**config.mk**
```make
export PLATFORM = sky130hd
export DESIGN_NAME = encoder_speed_estimator_flat
export DESIGN_NICKNAME = d
export VERILOG_FILES = /design/src/rtl/core/ese_pkg.sv /design/src/rtl/core/ese_if.sv /design/src/rtl/core/encoder_speed_estimator.sv /design/src/flat_wrapper.sv
export VERILOG_INCLUDE_DIRS = /design/src /design/src/rtl/core
export SDC_FILE = /design/constraint.sdc
export NUM_CORES = 2
export LEC_CHECK = 0
export ABC_AREA = 1
export ABC_CLOCK_PERIOD_IN_PS = 15650
export BUFFER_PORTS_ARGS = -buffer_cell sky130_fd_sc_hd__buf_2
export CAP_MARGIN = 40
export CORE_ASPECT_RATIO = 1.4
export CORE_MARGIN = 2
export CORE_UTILIZATION = 45
export CTS_CLUSTER_SIZE = 25
export DETAILED_ROUTE_END_ITERATION = 8
export PLACE_DENSITY = 0.64
export REMOVE_ABC_BUFFERS = 1
export SLEW_MARGIN = 20
export SYNTH_ARGS = -nofsm -noshare
export SYNTH_HDL_FRONTEND = slang
export SYNTH_SLANG_ARGS = --single-unit
export TNS_END_PERCENT = 50
```
**constraint.sdc**
```tcl
create_clock -name clk -period 15.65 [get_ports clk]
set_input_delay 1.565 -clock clk [delete_from_list [all_inputs] [get_ports clk]]
set_output_delay 1.565 -clock clk [all_outputs]
set_load 0.02 [all_outputs]
```
**src/rtl/core/encoder_speed_estimator_macros.svh**
```systemverilog
// assertion macros for the encoder speed estimator
// expects clk and rst_n in the scope of the module that uses them
`ifndef ENCODER_SPEED_ESTIMATOR_MACROS_SVH
`define ENCODER_SPEED_ESTIMATOR_MACROS_SVH
`ifndef ASSERT_OFF
// property checked on every clock edge outside reset
`define ESE_ASSERT(lbl, prop) \
    lbl: assert property (@(posedge clk) disable iff (!rst_n) prop) \
        else $error("encoder speed estimator check failed");
// condition in one cycle implies a condition in the next
`define ESE_ASSERT_NEXT(lbl, ante, cons) \
    lbl: assert property (@(posedge clk) disable iff (!rst_n) (ante) |=> (cons)) \
        else $error("encoder speed estimator check failed");
`else
`define ESE_ASSERT(lbl, prop)
`define ESE_ASSERT_NEXT(lbl, ante, cons)
`endif
`endif

```
**src/rtl/core/ese_pkg.sv**
```systemverilog
// shared widths, register map and reset values of the encoder speed estimator
// no dependencies
`timescale 1ns / 1ps

package ese_pkg;

    // field widths
    localparam int COUNT_W = 16;
    localparam int TIME_W  = 32;
    localparam int SPEED_W = 32;
    localparam int SCALE_W = 16;

    // apb port
    localparam int APB_ADDR_W = 4;
    localparam int APB_DATA_W = 32;

    // register indexes, address bits [3:2]
    localparam logic [1:0] REG_COUNTS_PER_REV = 2'd0;
    localparam logic [1:0] REG_RPM_SCALE      = 2'd1;
    localparam logic [1:0] REG_VEL_SCALE      = 2'd2;

    // register reset values
    localparam logic [SCALE_W-1:0] RST_COUNTS_PER_REV = 16'd1560;
    localparam logic [SCALE_W-1:0] RST_RPM_SCALE      = 16'd9846;
    localparam logic [SCALE_W-1:0] RST_VEL_SCALE      = 16'd34542;

endpackage

```
**src/rtl/core/ese_if.sv**
```systemverilog
// valid/ready channels for samples in and speed words out
// depends on ese_pkg
`timescale 1ns / 1ps

interface ese_sample_if;
    import ese_pkg::*;

    logic               valid;
    logic               ready;
    logic               channel;
    logic [COUNT_W-1:0] counter_value;
    logic [TIME_W-1:0]  time_ms;

    modport source (output valid, channel, counter_value, time_ms, input ready);
    modport sink   (input valid, channel, counter_value, time_ms, output ready);
endinterface

interface ese_result_if;
    import ese_pkg::*;

    logic                      valid;
    logic                      ready;
    logic                      channel_echo;
    logic                      updated;
    logic                      direction;
    logic signed [SPEED_W-1:0] rpm_q8;
    logic signed [SPEED_W-1:0] velocity_q8;
    logic [COUNT_W-1:0]        revolutions;

    modport source (output valid, channel_echo, updated, direction, rpm_q8, velocity_q8,
                    revolutions, input ready);
    modport sink   (input valid, channel_echo, updated, direction, rpm_q8, velocity_q8,
                    revolutions, output ready);
endinterface

```
**src/rtl/core/encoder_speed_estimator.sv**
```systemverilog
// Flow: an accepted sample passes S_DELTA and the revolution division; when speeds are
// recomputed it then passes an rpm and a velocity multiply and divide, and the word waits
// in S_FINISH until the output slot is free. A new sample is accepted only in S_IDLE, once
// the previous word is loaded; the shared one-bit-per-cycle divider runs the revolution,
// rpm and velocity divisions one after another.
// Reset: registers return to their default values, per-channel history and speeds clear.
`timescale 1ns / 1ps
`include "encoder_speed_estimator_macros.svh"

module encoder_speed_estimator #(
    parameter int CHANNELS = 2
) (
    input  logic                            clk,
    input  logic                            rst_n,
    ese_sample_if.sink                      sample,
    ese_result_if.source                    result,
    input  logic                            psel,
    input  logic                            penable,
    input  logic                            pwrite,
    input  logic [ese_pkg::APB_ADDR_W-1:0]  paddr,
    input  logic [ese_pkg::APB_DATA_W-1:0]  pwdata,
    output logic [ese_pkg::APB_DATA_W-1:0]  prdata,
    output logic                            pready
);
    import ese_pkg::*;

    localparam int CH_W = (CHANNELS > 1) ? $clog2(CHANNELS) : 1;

    typedef enum logic [2:0] {
        S_IDLE,
        S_DELTA,
        S_DIV,
        S_MUL,
        S_FINISH
    } state_t;

    typedef enum logic [1:0] {
        PH_REV,
        PH_RPM,
        PH_VEL
    } phase_t;

    // configuration registers
    logic [SCALE_W-1:0] counts_per_rev_reg;
    logic [SCALE_W-1:0] rpm_scale_reg;
    logic [SCALE_W-1:0] vel_scale_reg;

    // per-channel history and held speeds
    logic [COUNT_W-1:0]        prev_count_reg [CHANNELS];
    logic [TIME_W-1:0]         prev_time_reg  [CHANNELS];
    logic                      held_dir_reg   [CHANNELS];
    logic signed [SPEED_W-1:0] held_rpm_reg   [CHANNELS];
    logic signed [SPEED_W-1:0] held_vel_reg   [CHANNELS];

    // sequencer and captured sample
    state_t             state_reg;
    phase_t             phase_reg;
    logic [4:0]         step_reg;
    logic               channel_reg;
    logic [COUNT_W-1:0] count_reg;
    logic [TIME_W-1:0]  time_reg;
    logic               neg_reg;
    logic [COUNT_W-1:0] mag_reg;
    logic [TIME_W-1:0]  dt_reg;
    logic               upd_reg;
    logic [COUNT_W-1:0] revs_reg;

    // shared divider
    logic [31:0] rem_reg;
    logic [31:0] quo_reg;
    logic [31:0] div_reg;

    // output word register
    logic                      out_valid_reg;
    logic                      out_channel_reg;
    logic                      out_updated_reg;
    logic                      out_dir_reg;
    logic signed [SPEED_W-1:0] out_rpm_reg;
    logic signed [SPEED_W-1:0] out_vel_reg;
    logic [COUNT_W-1:0]        out_revs_reg;

    logic               wr_en;
    logic [CH_W-1:0]    idx;
    logic               ch_valid;
    logic [COUNT_W-1:0] diff;
    logic [TIME_W-1:0]  dt;
    logic [32:0]        r_shift;
    logic               take;
    logic [31:0]        rem_step;
    logic [31:0]        quo_step;
    logic [31:0]        signed_q;
    logic [SCALE_W-1:0] scale_sel;
    logic [31:0]        product;
    logic               out_free;

    // apb access, always ready
    assign pready = 1'b1;
    assign wr_en  = psel && penable && pwrite && pready;

    always_comb
    begin
        unique case (paddr[3:2])
            REG_COUNTS_PER_REV: prdata = {16'd0, counts_per_rev_reg};
            REG_RPM_SCALE:      prdata = {16'd0, rpm_scale_reg};
            REG_VEL_SCALE:      prdata = {16'd0, vel_scale_reg};
            default:            prdata = '0;
        endcase
    end

    // channel lookup
    assign idx      = CH_W'(channel_reg);
    assign ch_valid = int'(channel_reg) < CHANNELS;

    // count and time differences, both wrap
    assign diff = count_reg - prev_count_reg[idx];
    assign dt   = time_reg - prev_time_reg[idx];

    // one restoring divider step
    assign r_shift  = {rem_reg, quo_reg[31]};
    assign take     = r_shift >= {1'b0, div_reg};
    assign rem_step = take ? 32'(r_shift - {1'b0, div_reg}) : r_shift[31:0];
    assign quo_step = {quo_reg[30:0], take};
    // magnitude stays below 2^31, so negation never saturates
    assign signed_q = neg_reg ? (32'd0 - quo_step) : quo_step;

    // scale times count magnitude
    assign scale_sel = (phase_reg == PH_RPM) ? rpm_scale_reg : vel_scale_reg;
    assign product   = 32'(mag_reg) * 32'(scale_sel);

    assign out_free     = !out_valid_reg || result.ready;
    assign sample.ready = (state_reg == S_IDLE);

    assign result.valid        = out_valid_reg;
    assign result.channel_echo = out_channel_reg;
    assign result.updated      = out_updated_reg;
    assign result.direction    = out_dir_reg;
    assign result.rpm_q8       = out_rpm_reg;
    assign result.velocity_q8  = out_vel_reg;
    assign result.revolutions  = out_revs_reg;

    // configuration, sequencer, state and output word
    always_ff @(posedge clk or negedge rst_n)
    begin
        if (!rst_n)
        begin
            counts_per_rev_reg <= RST_COUNTS_PER_REV;
            rpm_scale_reg      <= RST_RPM_SCALE;
            vel_scale_reg      <= RST_VEL_SCALE;
            for (int i = 0; i < CHANNELS; i++)
            begin
                prev_count_reg[i] <= '0;
                prev_time_reg[i]  <= '0;
                held_dir_reg[i]   <= 1'b0;
                held_rpm_reg[i]   <= '0;
                held_vel_reg[i]   <= '0;
            end
            state_reg     <= S_IDLE;
            phase_reg     <= PH_REV;
            step_reg      <= '0;
            out_valid_reg <= 1'b0;
        end
        else
        begin
            if (wr_en)
            begin
                unique case (paddr[3:2])
                    REG_COUNTS_PER_REV: counts_per_rev_reg <= pwdata[SCALE_W-1:0];
                    REG_RPM_SCALE:      rpm_scale_reg      <= pwdata[SCALE_W-1:0];
                    REG_VEL_SCALE:      vel_scale_reg      <= pwdata[SCALE_W-1:0];
                    default:            ;
                endcase
            end

            // word taken and no new word loaded in the same cycle
            if (result.valid && result.ready && (state_reg != S_FINISH))
            begin
                out_valid_reg <= 1'b0;
            end

            unique case (state_reg)
                S_IDLE:
                begin
                    if (sample.valid)
                    begin
                        channel_reg <= sample.channel;
                        count_reg   <= sample.counter_value;
                        time_reg    <= sample.time_ms;
                        state_reg   <= S_DELTA;
                    end
                end
                S_DELTA:
                begin
                    neg_reg   <= diff[COUNT_W-1];
                    mag_reg   <= diff[COUNT_W-1] ? COUNT_W'(~diff + 16'd1) : diff;
                    dt_reg    <= dt;
                    upd_reg   <= ch_valid && (dt != '0);
                    // revolution count first, 16 quotient bits
                    rem_reg   <= '0;
                    quo_reg   <= {count_reg, 16'd0};
                    div_reg   <= {16'd0, counts_per_rev_reg};
                    step_reg  <= 5'd15;
                    phase_reg <= PH_REV;
                    state_reg <= S_DIV;
                end
                S_MUL:
                begin
                    rem_reg   <= '0;
                    quo_reg   <= product;
                    div_reg   <= dt_reg;
                    step_reg  <= 5'd31;
                    state_reg <= S_DIV;
                end
                S_DIV:
                begin
                    rem_reg  <= rem_step;
                    quo_reg  <= quo_step;
                    step_reg <= step_reg - 5'd1;
                    if (step_reg == '0)
                    begin
                        unique case (phase_reg)
                            PH_REV:
                            begin
                                revs_reg  <= quo_step[COUNT_W-1:0];
                                phase_reg <= PH_RPM;
                                state_reg <= upd_reg ? S_MUL : S_FINISH;
                            end
                            PH_RPM:
                            begin
                                held_rpm_reg[idx] <= signed_q;
                                phase_reg         <= PH_VEL;
                                state_reg         <= S_MUL;
                            end
                            PH_VEL:
                            begin
                                held_vel_reg[idx]   <= signed_q;
                                held_dir_reg[idx]   <= neg_reg;
                                prev_count_reg[idx] <= count_reg;
                                prev_time_reg[idx]  <= time_reg;
                                state_reg           <= S_FINISH;
                            end
                            default:
                            begin
                                state_reg <= S_FINISH;
                            end
                        endcase
                    end
                end
                S_FINISH:
                begin
                    // wait until the output slot is free
                    if (out_free)
                    begin
                        out_valid_reg   <= 1'b1;
                        out_channel_reg <= channel_reg;
                        out_updated_reg <= upd_reg;
                        out_dir_reg     <= ch_valid ? held_dir_reg[idx] : 1'b0;
                        out_rpm_reg     <= ch_valid ? held_rpm_reg[idx] : '0;
                        out_vel_reg     <= ch_valid ? held_vel_reg[idx] : '0;
                        out_revs_reg    <= revs_reg;
                        state_reg       <= S_IDLE;
                    end
                end
                default:
                begin
                    state_reg <= S_IDLE;
                end
            endcase
        end
    end

    // checks
    `ESE_ASSERT_NEXT(a_accept_starts, sample.valid && sample.ready, state_reg == S_DELTA)
    `ESE_ASSERT(a_rem_below_div, (state_reg == S_DIV && div_reg != '0) |-> (rem_reg < div_reg))
    `ESE_ASSERT(a_mul_only_updating, (state_reg == S_MUL) |-> (upd_reg && ch_valid))
    `ESE_ASSERT_NEXT(a_finish_waits, state_reg == S_FINISH && result.valid && !result.ready,
                     state_reg == S_FINISH)

endmodule

```
**src/flat_wrapper.sv**
```systemverilog
// flat-port wrapper written by rule: the top's interface ports become plain ports
module encoder_speed_estimator_flat import ese_pkg::*;
#(
    parameter int CHANNELS = 2
)
  (clk, rst_n, psel, penable, pwrite, paddr, pwdata, prdata, pready, sample_valid, sample_channel, sample_counter_value, sample_time_ms, sample_ready, result_valid, result_channel_echo, result_updated, result_direction, result_rpm_q8, result_velocity_q8, result_revolutions, result_ready);
  ese_sample_if sample_i ();
  ese_result_if result_i ();
  input  logic clk;
  input  logic rst_n;
  input  logic psel;
  input  logic penable;
  input  logic pwrite;
  input  logic [ese_pkg::APB_ADDR_W-1:0] paddr;
  input  logic [ese_pkg::APB_DATA_W-1:0] pwdata;
  output logic [ese_pkg::APB_DATA_W-1:0] prdata;
  output logic pready;
  input wire logic [$bits(sample_i.valid)-1:0] sample_valid;
  input wire logic [$bits(sample_i.channel)-1:0] sample_channel;
  input wire logic [$bits(sample_i.counter_value)-1:0] sample_counter_value;
  input wire logic [$bits(sample_i.time_ms)-1:0] sample_time_ms;
  output wire logic [$bits(sample_i.ready)-1:0] sample_ready;
  output wire logic [$bits(result_i.valid)-1:0] result_valid;
  output wire logic [$bits(result_i.channel_echo)-1:0] result_channel_echo;
  output wire logic [$bits(result_i.updated)-1:0] result_updated;
  output wire logic [$bits(result_i.direction)-1:0] result_direction;
  output wire logic [$bits(result_i.rpm_q8)-1:0] result_rpm_q8;
  output wire logic [$bits(result_i.velocity_q8)-1:0] result_velocity_q8;
  output wire logic [$bits(result_i.revolutions)-1:0] result_revolutions;
  input wire logic [$bits(result_i.ready)-1:0] result_ready;
  assign sample_i.valid = sample_valid;
  assign sample_i.channel = sample_channel;
  assign sample_i.counter_value = sample_counter_value;
  assign sample_i.time_ms = sample_time_ms;
  assign sample_ready = sample_i.ready;
  assign result_valid = result_i.valid;
  assign result_channel_echo = result_i.channel_echo;
  assign result_updated = result_i.updated;
  assign result_direction = result_i.direction;
  assign result_rpm_q8 = result_i.rpm_q8;
  assign result_velocity_q8 = result_i.velocity_q8;
  assign result_revolutions = result_i.revolutions;
  assign result_i.ready = result_ready;
  encoder_speed_estimator #(.CHANNELS(CHANNELS)) u_core (.clk(clk), .rst_n(rst_n), .sample(sample_i), .result(result_i), .psel(psel), .penable(penable), .pwrite(pwrite), .paddr(paddr), .pwdata(pwdata), .prdata(prdata), .pready(pready));
endmodule
```
==> flow_summary.yaml <==
sta:
  finalClockSkew_ns: 0.05005
  drv_slew: 0
  tightest_slew_ns: 0.9541
  setup_viol: 0
  hold_violations: 0
  max_freq_ghz: 0.1266
  relSlewSlack_pct: 36.39
  fin_crit_sh_pct: 50.49
  fin_crit_ns: 7.902
  tns_ns: 0
  rsz0062_at_grt: "false"
placed_design:
  port_buffers: 174
  placed_cell_area_um2: 39080
  place_hpwl_um: 71010
  dp.cells: 5388
  routabilityCongestion: 0.9166
worst_setup_path:
  critPathMaxFanout: 26
  start_kind: "register"
  critPathRequiredTime_ns: 16.02
  critPathArrivalTime_ns: 8.27
  cp-end-kind: "register"
  critical_path_class: "reg2reg"
route:
  drc: 0
  drtPass1Iterations: 6
  drt-total-wl_um: 93510
  viasPerCell: 5.127
  initialDrtViolationCount: 1943
  wl_per_cell_um: 17.02
  dr_total_vias: 28170
  ant_nets: 0
run_status:
  outcome: "complete, no violations"
final_layout:
  instances_no_fill: 5495
  multi_input_area_um2: 18050
  fill_cells: 7823
  final_nets: 4850
  diodes: 0
  fin_area_um2: 41030
  drive_above_1_share_pct: 8.725
  area_growth_syn_to_layout_pct: 10.76
  seq_area_um2: 15990
synthesis:
  synth_simple_gate_area_share_pct: 18.48
  synth_top_area_share_pct: 23.83
  synth_compound_area_share_pct: 9.569
  synth_top_family_by_area: "simple AND/OR/NAND/NOR gates"
  synth_edf_count: 294
  synth_top_flop_cell: "edfxtp_1"
  synth_common_cells: "nand2_1 (1,163), inv_1 (629), o21ai_0 (329)"
  synth.area.mux_share_pct: 1.162
  synth_seq_cells: 579
  yosysWarnings: 0
  synth_area_leaders: "edfxtp_1 (24%), dfrtp_1 (18%), nand2_1 (12%)"
  yosysMostFrequentCell: "nand2_1"
  synth_top_area_cell: "edfxtp_1"
  synth-xor-area-share_pct: 2.324
  postSynthAreaPerCell_um2: 8.742
  synth_async_sr_flop_share_pct: 49.22
  ys_seq_area_share_pct: 43.16
  synthAdderAreaFrac_pct: 16.90
  synthCells: 4237
  syn_area_um2: 37040
  ys_types: 63
global_routing:
  grt-busiest-layer: "met2"
  grt-ovfl-total: 0
  grt_pass1_vias: 27890
  grt_max_degree: 169
  grtUsageMet3_pct: 2.161
  grtUsageMet1_pct: 28.99
  grtUsageMet2_pct: 40.07
  grt_use_total_pct: 22.49
  antenna_found_initial: 1
  grt_pass1_wl_um: 150000
clocking:
  cts_setup_buffers: 0
  clkTransAtPathRegs_ns: 0.07
  cts_tree: "built"
  postCtsResizedCells: 0
  htreeDepth: 2
  holdBufCountCts: 0
  clk_latency_ns: 0.65
  numCtsBuffers: 56
  clockBufferDepth: 3
  cts_sinks: 579
  cts_root_buffer: "clkbuf_16"
die:
  pin_count: 210
  die_y_um: 343.5
  initial_core_util_pct: 45.39
  num_rows: 124
  core_area_um2: 81610
  die_w_um: 246.5
  fp.dieArea_um2: 84660
job:
  drv_cap: 0
worst_hold_path:
  hold_class: "reg2reg"
==> path summary, 6_finish.rpt <==
kind	start	to	slack [ns]	depth (start not counted)
hold / removal	u_core.quo_reg[2]$_SDFFCE_PP0P_	u_core.revs_reg[3]$_DFFE_PP_	0.42	0
hold reg to reg	u_core.quo_reg[2]$_SDFFCE_PP0P_	u_core.revs_reg[3]$_DFFE_PP_	0.42	0
setup / recovery	u_core.phase_reg[1]$_DFFE_PN0P_	u_core.quo_reg[28]$_DFFE_PP_	7.75	26
min in group asynchronous	rst_n	u_core.prev_time_reg[9]$_DFFE_PN0P_	0.83	1
setup reg to reg	u_core.phase_reg[1]$_DFFE_PN0P_	u_core.quo_reg[28]$_DFFE_PP_	7.75	26
max in group asynchronous	rst_n	u_core.prev_count_reg[13]$_DFFE_PN0P_	13.49	2
==> worst max-delay path: stages (launching register included) <==
cell and delay, ns:
dfrtp_1 0.46, nor2_4 0.32, inv_1 0.23, buf_4 0.31
o21ai_0 0.61, inv_1 0.54, nand2_1 0.22, fa_1 0.46
fa_1 0.52, inv_1 0.05, fa_1 0.50, fa_1 0.52
fa_1 0.54, inv_1 0.05, fa_1 0.56, inv_1 0.05
ha_1 0.36, nand2_1 0.11, inv_1 0.06, nand2_1 0.06
nor3_1 0.21, nand4_1 0.13, nand3_1 0.20, a21oi_1 0.13
o21bai_1 0.17, xnor2_1 0.14, o21ai_0 0.09
==> area by class of cell <==
type | count | area share [%]
clock buffers | 65 | 3.571
clock inverters | 41 | 1.119
inverters | 644 | 5.910
multi-input cells | 2880 | 43.99
flip-flops and latches | 579 | 38.97
well taps | 1071 | 3.266
repair buffers | 215 | 3.178
==> kinds of logic (layout without fill, tap and decap cells) <==
logic type,after synthesis,in the layout
simple gates,1702,1702
buf+inv,793,965
compound gates,642,642
flops,579,579
fa+ha+maj,382,382
xor+xnor,94,94
mux,43,43
other cells,2,17
==> layer usage <==
metal	part of all wire (%)	vias to the layer above	routed length (um)
li1	-	13830	-
met1	43	13470	39870
met2	50	735	46890
met3	4.4	142	4143
met4	2.8	0	2610
met5	0	-	0
==> metrics by stage <==
step,hold slack [ns],setup slack (ns),utilization [%]
6_report,0.4240,7.748,50.27
5_1_grt,0.4527,7.258,50.27
4_1_cts,0.4112,7.730,50.24
3_5_place_dp,0.4471,7.714,47.88
3_3_place_gp,0.4439,7.716,47.72
2_1_floorplan,0.4003,7.741,-
==> layout by cell type, fill, tap and decap left out, types with 7 or more instances in the layout <==
master,count
a21o_1,16
xnor2_1,34
inv_2,8
a22oi_1,15
dfstp_2,21
clkinv_2,12
buf_4,33
nor2_1,302
bufinv_16,7
o21ai_1,44
nor2_2,9
edfxtp_1,294
o22ai_1,10
nand3b_1,14
dfrtp_1,264
clkinv_1,15
o211ai_1,20
mux2i_1,43
buf_2,173
xor2_1,55
ha_1,185
nor3_1,27
nand2_1,1163
inv_1,628
clkbuf_16,56
nand4_1,31
nand3_1,125
o21ai_0,329
a21oi_1,150
fa_1,197
o21bai_1,17
conb_1,17
Power is not shown: default switching activity piles up to over one toggle a cycle in this logic, so the estimate is an artifact.
